**src/rtl/ascii_hex_reply_frame_parser_core_macros.svh**
```systemverilog
// Assertion macros shared by the frame parser RTL.
`ifndef ASCII_HEX_REPLY_FRAME_PARSER_CORE_MACROS_SVH
`define ASCII_HEX_REPLY_FRAME_PARSER_CORE_MACROS_SVH

// Same-cycle implication, checked on every clock edge outside reset.
`define AHRFP_ASSERT_NOW(lbl, ante, cons, msg) \
    lbl: assert property (@(posedge i_clk) disable iff (!i_rst_n) (ante) |-> (cons)) \
        else $error(msg);

// Next-cycle implication, checked on every clock edge outside reset.
`define AHRFP_ASSERT_NEXT(lbl, ante, cons, msg) \
    lbl: assert property (@(posedge i_clk) disable iff (!i_rst_n) (ante) |=> (cons)) \
        else $error(msg);

`endif

```
**src/rtl/ahrfp_pkg.sv**
```systemverilog
// Types, constants and character helpers for the reply frame parser.
`default_nettype none

package ahrfp_pkg;

    localparam logic [7:0] CHAR_CR     = 8'd13;
    localparam logic [3:0] HEAD_LEN    = 4'd6;
    localparam logic [3:0] DATA_START  = 4'd8;

    typedef enum logic [1:0] {
        ST_OK        = 2'd0,
        ST_HEAD_ERR  = 2'd1,
        ST_CHECK_ERR = 2'd2,
        ST_COUNT_ERR = 2'd3
    } t_frame_status;

    // Expected character of the fixed frame head "%01$RD".
    function automatic logic [7:0] head_char(input logic [2:0] pos);
        logic [7:0] c;
        case (pos)
            3'd0:    c = 8'h25;
            3'd1:    c = 8'h30;
            3'd2:    c = 8'h31;
            3'd3:    c = 8'h24;
            3'd4:    c = 8'h52;
            3'd5:    c = 8'h44;
            default: c = 8'h00;
        endcase
        return c;
    endfunction

    // Upper-case hex spelling of one nibble.
    function automatic logic [7:0] hex_char(input logic [3:0] v);
        logic [7:0] c;
        if (v < 4'd10) begin
            c = 8'h30 + {4'd0, v};
        end else begin
            c = 8'h37 + {4'd0, v};
        end
        return c;
    endfunction

    // Nibble value of a data character; anything above '9' is taken as a letter.
    function automatic logic [3:0] char_nibble(input logic [7:0] c);
        logic [7:0] d;
        if (c > 8'h39) begin
            d = c - 8'h37;
        end else begin
            d = c - 8'h30;
        end
        return d[3:0];
    endfunction

endpackage

`default_nettype wire

```
**src/rtl/ascii_hex_reply_frame_parser_core.sv**
```systemverilog
// A result is registered in the output register, or in the skid register if that is held.
// Throughput: one character per cycle while the skid register is empty; the two-entry
// output (result register plus skid register) lets characters flow while one result waits.
// Reset: i_rst_n is synchronous and active low; it clears the frame state, empties the
// output stage and sets the expected word count to 1.
`default_nettype none

`include "ascii_hex_reply_frame_parser_core_macros.svh"

module ascii_hex_reply_frame_parser_core
    import ahrfp_pkg::*;
#(
    parameter int MAX_READ_WORDS = 26
) (
    input  wire logic        i_clk,
    input  wire logic        i_rst_n,
    input  wire logic        i_cfg_we,
    input  wire logic [3:0]  i_cfg_data,
    input  wire logic        i_rx_valid,
    output logic             o_rx_ready,
    input  wire logic [7:0]  i_rx_char,
    output logic             o_res_valid,
    input  wire logic        i_res_ready,
    output logic [31:0]      o_data_word,
    output logic             o_is_word,
    output logic [1:0]       o_frame_status,
    output logic             o_last
);

    localparam logic [7:0] WORD_CAP = 8'(MAX_READ_WORDS / 2);

    // Frame state.
    logic [3:0]  r_exp_words;
    logic [3:0]  r_pos,    n_pos;
    logic [7:0]  r_xor,    n_xor;
    logic [7:0]  r_prev0,  n_prev0;
    logic [7:0]  r_prev1,  n_prev1;
    logic        r_head_ok, n_head_ok;
    logic [31:0] r_group,  n_group;
    logic [2:0]  r_gcnt,   n_gcnt;
    logic [7:0]  r_words,  n_words;

    // Output stage.
    logic          r_out_valid, r_skid_valid;
    logic [31:0]   r_out_word,  r_skid_word;
    logic          r_out_isw,   r_skid_isw;
    t_frame_status r_out_status, r_skid_status;

    // Result of the current character.
    logic          res_gen;
    logic [31:0]   res_word;
    logic          res_isw;
    t_frame_status res_status;

    logic        accept;
    logic        out_take;
    logic [7:0]  chk_x;
    logic [31:0] full_word;
    logic [4:0]  shift;

    assign o_rx_ready = !r_skid_valid;
    assign accept     = i_rx_valid && o_rx_ready;
    assign out_take   = r_out_valid && i_res_ready;

    assign chk_x     = r_xor ^ r_prev0 ^ r_prev1;
    // Pairs are bytes, low byte first; the first character of a pair is the high nibble.
    assign shift     = {r_gcnt[2:1], ~r_gcnt[0], 2'b00};
    assign full_word = r_group | (32'(char_nibble(r_prev1)) << shift);

    always_comb begin
        n_pos      = r_pos;
        n_xor      = r_xor;
        n_prev0    = r_prev0;
        n_prev1    = r_prev1;
        n_head_ok  = r_head_ok;
        n_group    = r_group;
        n_gcnt     = r_gcnt;
        n_words    = r_words;
        res_gen    = 1'b0;
        res_word   = 32'd0;
        res_isw    = 1'b0;
        res_status = ST_OK;
        if (accept) begin
            if (i_rx_char == CHAR_CR) begin
                res_gen = 1'b1;
                if (r_pos <= HEAD_LEN || !r_head_ok) begin
                    res_status = ST_HEAD_ERR;
                end else if (r_prev1 != hex_char(chk_x[7:4]) ||
                             r_prev0 != hex_char(chk_x[3:0])) begin
                    res_status = ST_CHECK_ERR;
                end else if (r_words != {4'd0, r_exp_words}) begin
                    res_status = ST_COUNT_ERR;
                end
                n_pos     = '0;
                n_xor     = '0;
                n_prev0   = '0;
                n_prev1   = '0;
                n_head_ok = 1'b1;
                n_group   = '0;
                n_gcnt    = '0;
                n_words   = '0;
            end else begin
                if (r_pos < HEAD_LEN && i_rx_char != head_char(r_pos[2:0])) begin
                    n_head_ok = 1'b0;
                end
                // The character two back is data once two more non-CR characters followed it.
                if (r_pos >= DATA_START) begin
                    if (r_gcnt == 3'd7) begin
                        if (r_words < WORD_CAP) begin
                            res_gen  = 1'b1;
                            res_isw  = 1'b1;
                            res_word = full_word;
                        end
                        if (r_words != 8'hFF) begin
                            n_words = r_words + 8'd1;
                        end
                        n_group = '0;
                        n_gcnt  = '0;
                    end else begin
                        n_group = full_word;
                        n_gcnt  = r_gcnt + 3'd1;
                    end
                end
                n_prev1 = r_prev0;
                n_prev0 = i_rx_char;
                n_xor   = r_xor ^ i_rx_char;
                if (r_pos != DATA_START) begin
                    n_pos = r_pos + 4'd1;
                end
            end
        end
    end

    always_ff @(posedge i_clk) begin
        if (!i_rst_n) begin
            r_exp_words <= 4'd1;
            r_pos       <= '0;
            r_xor       <= '0;
            r_prev0     <= '0;
            r_prev1     <= '0;
            r_head_ok   <= 1'b1;
            r_group     <= '0;
            r_gcnt      <= '0;
            r_words     <= '0;
        end else begin
            if (i_cfg_we) begin
                r_exp_words <= i_cfg_data;
            end
            r_pos     <= n_pos;
            r_xor     <= n_xor;
            r_prev0   <= n_prev0;
            r_prev1   <= n_prev1;
            r_head_ok <= n_head_ok;
            r_group   <= n_group;
            r_gcnt    <= n_gcnt;
            r_words   <= n_words;
        end
    end

    // Output register with a skid entry behind it.
    always_ff @(posedge i_clk) begin
        if (!i_rst_n) begin
            r_out_valid  <= 1'b0;
            r_skid_valid <= 1'b0;
        end else if (!r_out_valid || out_take) begin
            if (r_skid_valid) begin
                r_out_valid  <= 1'b1;
                r_skid_valid <= 1'b0;
            end else begin
                r_out_valid <= res_gen;
            end
        end else if (res_gen) begin
            r_skid_valid <= 1'b1;
        end
    end

    always_ff @(posedge i_clk) begin
        if (!r_out_valid || out_take) begin
            if (r_skid_valid) begin
                r_out_word   <= r_skid_word;
                r_out_isw    <= r_skid_isw;
                r_out_status <= r_skid_status;
            end else begin
                r_out_word   <= res_word;
                r_out_isw    <= res_isw;
                r_out_status <= res_status;
            end
        end else if (res_gen) begin
            r_skid_word   <= res_word;
            r_skid_isw    <= res_isw;
            r_skid_status <= res_status;
        end
    end

    assign o_res_valid    = r_out_valid;
    assign o_data_word    = r_out_word;
    assign o_is_word      = r_out_isw;
    assign o_frame_status = r_out_status;
    assign o_last         = !r_out_isw;

    `AHRFP_ASSERT_NOW(a_skid_behind_out, r_skid_valid, r_out_valid,
        "skid entry holds a result while the output register is empty")
    `AHRFP_ASSERT_NOW(a_word_result_clean, r_out_valid && r_out_isw,
        r_out_status == ST_OK, "word result carries a nonzero frame status")
    `AHRFP_ASSERT_NEXT(a_cr_clears_frame, accept && i_rx_char == CHAR_CR,
        r_pos == 4'd0 && r_words == 8'd0 && r_gcnt == 3'd0 && r_head_ok,
        "frame state not cleared after the end-of-frame character")
    `AHRFP_ASSERT_NOW(a_pos_saturates, 1'b1, r_pos <= DATA_START,
        "character position counter ran past its saturation value")
    `AHRFP_ASSERT_NOW(a_group_only_in_data, r_pos < DATA_START,
        r_gcnt == 3'd0 && r_group == 32'd0, "data group filled before data confirmation")

endmodule

`default_nettype wire

```
**config.mk**
```make
export PLATFORM = sky130hd
export DESIGN_NAME = ascii_hex_reply_frame_parser_core
export DESIGN_NICKNAME = d
export VERILOG_FILES = /design/src/rtl/ahrfp_pkg.sv /design/src/rtl/ascii_hex_reply_frame_parser_core.sv
export VERILOG_INCLUDE_DIRS = /design/src /design/src/rtl
export SDC_FILE = /design/constraint.sdc
export NUM_CORES = 1
export LEC_CHECK = 0
export BUFFER_PORTS_ARGS = -buffer_cell sky130_fd_sc_hd__clkbuf_2
export CORE_UTILIZATION = 45
export CTS_CLUSTER_DIAMETER = 60
export DETAILED_ROUTE_END_ITERATION = 12
export GPL_ROUTABILITY_DRIVEN = 0
export GPL_TIMING_DRIVEN = 0
export HOLD_SLACK_MARGIN = 0.12
export PLACE_DENSITY = 0.6
export SLEW_MARGIN = 20
export SYNTH_ARGS = -nofsm -noshare
export SYNTH_HDL_FRONTEND = slang
export SYNTH_SLANG_ARGS = --single-unit
```
**constraint.sdc**
```tcl
create_clock -name i_clk -period 3.8 [get_ports i_clk]
set_input_delay 0.57 -clock i_clk [delete_from_list [all_inputs] [get_ports i_clk]]
set_output_delay 0.57 -clock i_clk [all_outputs]
set_load 0.01 [all_outputs]
```
## Word-level counts from Yosys, hierarchy flattened

Index checks and enable logic that the tools add are counted.

| storage, ports and cells | value |
|---|---|
| flip-flop bits (word level) | 148 |
| input port bits | 17 |
| output and inout port bits | 38 |

| cells by class | value |
|---|---|
| add/sub/neg operators | 9 |
| magnitude comparators | 7 |
| eq/ne operators | 13 |
| shift-type cells | 1 |
| muxes and demuxes | 50 |
| bitwise logic cells | 7 |
| reduce and logical (&&, ||, !) cells | 22 |

Operators with widths:

| cell | count |
|---|---|
| 2-to-1 mux 32 bit | 9 |
| 2-to-1 mux 8 bit | 15 |
| case mux 7 bit (6 select lines) | 1 |
| OR 32 bit | 1 |
| left shift 4 x 5 -> 32 bit | 1 |
| adder 6 x 4 -> 7 bit, first input constant | 4 |
| inequality test 8 bit | 3 |
| bitwise XOR 8 bit | 3 |
| 2-to-1 mux 7 bit | 2 |
| 2-to-1 mux 2 bit | 6 |
| 2-to-1 mux 4 bit | 3 |
| 2-to-1 mux 1 bit | 11 |
| nonzero test 2 bit | 5 |
| == test 3 bit, second input constant | 3 |
| 2-to-1 mux 3 bit | 3 |
| adder 8 x 1 -> 8 bit, second input constant | 1 |
| == test 8 x 4 -> 1 bit, second input constant | 1 |
| > comparator 8 x 6 -> 1 bit, second input constant | 1 |
| less-than comparator 4 bit, second input constant | 2 |
| less-than comparator 8 x 4 -> 1 bit, second input constant | 1 |
| inequality test 8 x 4 -> 1 bit | 1 |
| inequality test 8 bit, second input constant | 1 |
| AND reduction 2 bit | 4 |
| == test 3 x 2 -> 1 bit, second input constant | 2 |
| other kinds (16) | 25 |

## Logic depth before layout (Yosys ltp)

| depth | value |
|---|---|
| depth in word-level cells | 14 |
| gate-level depth with buffers | 9 |
| mapped depth without buffers | 9 |

## Worst setup path before layout

Ideal clock, no wire load.

| path | value |
|---|---|
| path kind | input to register |
| start point | input port i_rx_char[4] |
| end point | register r_skid_isw (enable) |
| library setup time | 0.427 ns |
| data arrival time | 2.845 ns |
| setup slack | 0.528 ns |
| stages | 5 |
| cells stage by stage | nor4_1 nand4_1 nor2_1 nor2_1 nor2_1 |

| between the ends | value |
|---|---|
| cells in the longest elaborated chain, start to end | 4 |

RTL lines:

| item | line | RTL |
|---|---|---|
| start, declared | ascii_hex_reply_frame_parser_core.sv:21 | `input wire logic [7:0] i_rx_char,` |
| == test 8 x 4 -> 1 bit | ascii_hex_reply_frame_parser_core.sv:84 | `if (i_rx_char == CHAR_CR) begin` |
| 2-to-1 mux 1 bit | ascii_hex_reply_frame_parser_core.sv:84 |  |
| 2-to-1 mux 1 bit | ascii_hex_reply_frame_parser_core.sv:83 | `if (accept) begin` |
| AND reduction 2 bit (no line) | -- |  |
| end signal, assigned | ascii_hex_reply_frame_parser_core.sv:190 | `r_skid_isw <= res_isw;` |
| end, declared | ascii_hex_reply_frame_parser_core.sv:46 | `logic r_out_isw, r_skid_isw;` |

No other way between the ends.
A chain may end at the register's enable or synchronous reset.

## Worst setup path in the final report

| path | value |
|---|---|
| start point | register r_prev1[5] |
| end point | register r_out_status[1], in the netlist o_frame_status[1] (data pin) |

| between the ends | value |
|---|---|
| cells in the longest elaborated chain, start to end | 13 |
| elaborated cells on any way between the ends | 15 |

RTL lines:

| item | line | RTL |
|---|---|---|
| start, declared | ascii_hex_reply_frame_parser_core.sv:37 | `logic [7:0] r_prev1, n_prev1;` |
| start signal, assigned | ascii_hex_reply_frame_parser_core.sv:152 | `r_prev1 <= n_prev1;` |
| bitwise XOR 8 bit | ascii_hex_reply_frame_parser_core.sv:65 | `assign chk_x = r_xor ^ r_prev0 ^ r_prev1;` |
| adder 6 x 4 -> 7 bit, or another cell as far along | ahrfp_pkg.sv:38 | `c = 8'h37 + {4'd0, v};` |
| 2-to-1 mux 7 bit | ahrfp_pkg.sv:35 | `if (v < 4'd10) begin` |
| 2-to-1 mux 8 bit | ascii_hex_reply_frame_parser_core.sv:86 | `if (r_pos <= HEAD_LEN \|\| !r_head_ok) begin` |
| 2-to-1 mux 8 bit | ascii_hex_reply_frame_parser_core.sv:84 |  |
| 2-to-1 mux 8 bit | ascii_hex_reply_frame_parser_core.sv:83 |  |
| inequality test 8 bit * | ascii_hex_reply_frame_parser_core.sv:88 | `end else if (r_prev1 != hex_char(chk_x[7:4]) \|\|` |
| logical OR 1 bit * | ascii_hex_reply_frame_parser_core.sv:88 |  |
| 2-to-1 mux 2 bit * | ascii_hex_reply_frame_parser_core.sv:88 |  |
| 2-to-1 mux 2 bit * | ascii_hex_reply_frame_parser_core.sv:86 |  |
| 2-to-1 mux 2 bit * | ascii_hex_reply_frame_parser_core.sv:84 |  |
| 2-to-1 mux 2 bit * | ascii_hex_reply_frame_parser_core.sv:83 |  |
| 2-to-1 mux 2 bit * | ascii_hex_reply_frame_parser_core.sv:179 | `if (r_skid_valid) begin` |
| end signal, assigned | ascii_hex_reply_frame_parser_core.sv:182 | `r_out_status <= r_skid_status;` |
| end signal, assigned | ascii_hex_reply_frame_parser_core.sv:186 | `r_out_status <= res_status;` |
| end, declared | ascii_hex_reply_frame_parser_core.sv:47 | `t_frame_status r_out_status, r_skid_status;` |

Mark *: on every way between the ends. The rest lies on a longest branch, timed or not. The select of a mux whose other input is x is not followed.

==> results.sh <==
export IMPL_status="finished clean"
export IMPL_cts_root_buf="clkbuf_16"
export IMPL_worst_skew_pair_late_latency_ns=0.42
export IMPL_yosysUniqueCellTypes=60
export IMPL_finalCriticalPeriod_ns=3.232
export IMPL_r2r_slack_ns=0.57
export IMPL_grt_max_degree=37
export IMPL_antenna_cells=0
export IMPL_switching_share_pct=22.77
export IMPL_hpwlAfterDp_um=11030
export IMPL_synthCells=688
export IMPL_hp_start="i_cfg_data[0]"
export IMPL_clockBufferDepth=2
export IMPL_die_area_sq_um=15960
export IMPL_synthArstFlopShare_pct=0
export IMPL_worst_setup_path_type="flop to flop"
export IMPL_cp_slowest_cell="xor3_1"
export IMPL_clkPwrFrac_pct=47.6
export IMPL_fmax_mhz=309.4
export IMPL_worstSetupStartpoint="r_prev1[5]"
export IMPL_synth_nets=719
export IMPL_combPwrFrac_pct=7.2
export IMPL_grt_total_usage_pct=20.63
export IMPL_cts_buffers=17
export IMPL_ctsHoldBuffers=0
export IMPL_tightestPinTransition_ns=1.170
export IMPL_core_area_sq_um=15150
export IMPL_final_hold_violation_count=0
export IMPL_routed_wl_um=15590
export IMPL_io_pins=55
export IMPL_synth_top_family_by_area="simple AND/OR/NAND/NOR gates"
export IMPL_yosys_top_cells_area="edfxtp_1 (30%), dfxtp_1 (22%), nor2b_1 (4.2%), nand2_1 (4.2%), a22oi_1 (3.9%)"
export IMPL_p_per_area_nw_per_um2=463.1
export IMPL_num_fill_cells=1379
export IMPL_vias=5234
export IMPL_seqPwrFrac_pct=45.2
export IMPL_synth_fa_ha_area_share_pct=2.518
export IMPL_synth_simple_area_share_pct=17.47
export IMPL_cts_tree="done"
export IMPL_layout_nets=791
export IMPL_die_w_um=126.3
export IMPL_drc_errors=0
export IMPL_holdPathStages=3
export IMPL_seq_area_frac_synth_pct=52.67
export IMPL_crit_fanout=7
export IMPL_cp_num_buf_inv=1
export IMPL_portBuffers=52
export IMPL_ys_ff_latch=148
export IMPL_clock_sinks=148
export IMPL_synthXorXnorAreaFrac_pct=6.656
export IMPL_r2r_start="r_prev1[5]"
export IMPL_grt_pass1_vias=5124
export IMPL_path_cells="xor3_1 -> inv_2 -> ha_1 -> a311oi_1 -> o21ai_0 -> nand4b_1 -> or3_1 -> or4_4 -> a21o_1"
export IMPL_finalPower_mw=3.759
export IMPL_cts_clk_slew_worst_paths_ns=0.06
export IMPL_slew_violations=0
export IMPL_rsz0062_at_grt="no"
export IMPL_cts_htree_levels=4
export IMPL_yosysWarnings=0
export IMPL_yosys_top_cells_count="dfxtp_1 (78), nand2_1 (78), edfxtp_1 (70)"
export IMPL_netlist_area_sq_um=6955
export IMPL_rr_endpoint="o_frame_status[1]"
export IMPL_setup_tns_final_ns=0
export IMPL_synth_edf_count=70
export IMPL_hp_class="primary input to flop"
export IMPL_setup_violations=0
export IMPL_crit_family="simple AND/OR/NAND/NOR gates"
export IMPL_p_leak_nw=3.234
export IMPL_drv_cap=0
export IMPL_synth_top_area_share_pct=30.22
export IMPL_gr_total_overflow=0
export IMPL_yosysTopAreaCell="edfxtp_1"
export IMPL_post_place_ws_ns=0.6125
export IMPL_drtAntennaViolNets=0
export IMPL_holdPathEnd="r_exp_words[0]"
export IMPL_synth_mux_area_share_pct=0.8815
export IMPL_max_stage_delay_ns=0.55
export IMPL_rows=45
export IMPL_reg2regPathDepth=9
export IMPL_antenna_found_initial=0
export IMPL_drt_vias_per_instance=5.446
export IMPL_initial_core_util_pct=45.92
export IMPL_grt_pass1_wl_um=25520
export IMPL_worstPathArrival_ns=3.42
export IMPL_synth_ff_type="dfxtp_1"
export IMPL_syn_area_per_cell_sq_um=10.11
export IMPL_skew_ns=0.006308
export IMPL_fin_ws_ns=0.5684
export IMPL_p_sw_mw=0.8558
export IMPL_drive_above_1_share_pct=12.29
export IMPL_fin_crit_sh_pct=85.04
export IMPL_slew_headroom_pct=21.82
export IMPL_wl_per_cell_um=16.23
export IMPL_dieHeight_um=126.3
export IMPL_p_int_mw=2.903
export IMPL_irDropWorstVdd_mv=0.2888
export IMPL_cts_setup_buffers=0
export IMPL_drt_pass1_iterations=6
export IMPL_drt_initial_drc_count=279
export IMPL_startpoint_type="flop"
export IMPL_synth_compound_area_share_pct=16.62
export IMPL_synthToLayoutAreaGrowth_pct=16.68
export IMPL_postCtsResizedCells=0
export IMPL_required_ns=3.99
export IMPL_end_kind="flop"
worst max path at each step:
stage | endpoint | cells past startpoint
finish | o_frame_status[1] | 9
global route | o_frame_status[1] | 9
CTS | o_frame_status[1] | 9
detailed placement | o_frame_status[1] | 9
global placement | r_skid_word[0] | 4
floorplan | r_skid_isw | 5
worst register-to-register path: cells and delay by family (launching register included):
family / cells / cell delay [ns]
buffers and inverters: 1 / 0.09
AND/OR/NAND/NOR: 3 / 1.03
adder cells (fa/ha/maj): 1 / 0.28
AO/OA/AOI/OAI: 3 / 0.65
flip-flops: 1 / 0.39
XOR/XNOR: 1 / 0.55
kinds of logic (layout without fill, tap and decap cells):
| family | Yosys count | after routing |
|---|---|---|
| simple gates | 248 | 248 |
| compound gates | 176 | 176 |
| flops | 148 | 148 |
| buf+inv | 58 | 143 |
| fa+ha+maj | 14 | 14 |
| mux | 6 | 6 |
| xor+xnor | 38 | 38 |
metrics by stage:
stage / instances / utilization (%) / hold slack, ns / cell area [sq um]
after floorplan: 688 / - / 0.4200 / 6955
after global placement: 928 / 49.19 / 0.4322 / 7451
after detailed placement: 929 / 49.38 / 0.4394 / 7478
after CTS: 961 / 53.55 / 0.3507 / 8110
after global routing: 961 / 53.58 / 0.3934 / 8115
final: 961 / 53.58 / 0.3587 / 8115
sequential cells by signal, indices dropped and copies added, names as in the netlist:
name            flops
o_is_word           1
r_prev0             8
o_data_word        32
r_exp_words         4
r_pos               4
r_head_ok           1
r_group            32
r_prev1             8
r_words             8
o_res_valid         1
r_skid_status       2
r_xor               8
o_frame_status      2
r_gcnt              3
r_skid_valid        1
r_skid_isw          1
r_skid_word        32
area by class of cell:
class	count	area [sq um]	area share, %
clock buffers	18	429.2	5.288
plain buffers	40	153.9	1.896
repair buffers	53	280.3	3.454
well taps	188	235.2	2.899
clock inverters	14	202.7	2.498
inverters	18	67.56	0.8326
multi-input cells	482	3083	37.99
flip-flops and latches	148	3664	45.14
routing by layer:
metal / GRT usage, % / wire (um)
met5: 0 / 0
met4: 9.284 / 380
met3: 4.555 / 508
met2: 34.90 / 7453
met1: 25.25 / 7252
power groups by stage:
stage                     registers [mW]  logic, mW  clock network [mW]
final                               1.70      0.272                1.79
after detailed placement            1.73      0.267                   0
after global placement              1.73      0.260                   0
after global routing                1.70      0.300                1.88
after CTS                           1.70      0.271                1.82
after floorplan                     1.73      0.203                   0
layout by cell type, fill, tap and decap left out, types with 5 or more instances in the layout:
master | Yosys | layout
a22oi_1 | 36 | 36
a21boi_0 | 8 | 8
a211o_1 | 5 | 5
nor2_1 | 65 | 64
nand4_1 | 5 | 5
nor2b_1 | 47 | 47
clkbuf_1 | 35 | 36
nor4_1 | 6 | 6
edfxtp_1 | 70 | 70
clkbuf_16 | 0 | 17
o21a_1 | 5 | 5
a21o_1 | 19 | 19
xnor2_1 | 11 | 11
a21oi_1 | 49 | 49
mux2i_1 | 5 | 5
nand3_1 | 10 | 10
clkbuf_2 | 0 | 52
xor2_1 | 18 | 18
ha_1 | 14 | 14
nor3_1 | 8 | 8
o21ai_0 | 23 | 23
dfxtp_1 | 78 | 78
inv_1 | 17 | 16
nand2_1 | 78 | 78
No activity file was read; power rests on OpenSTA's default activity.
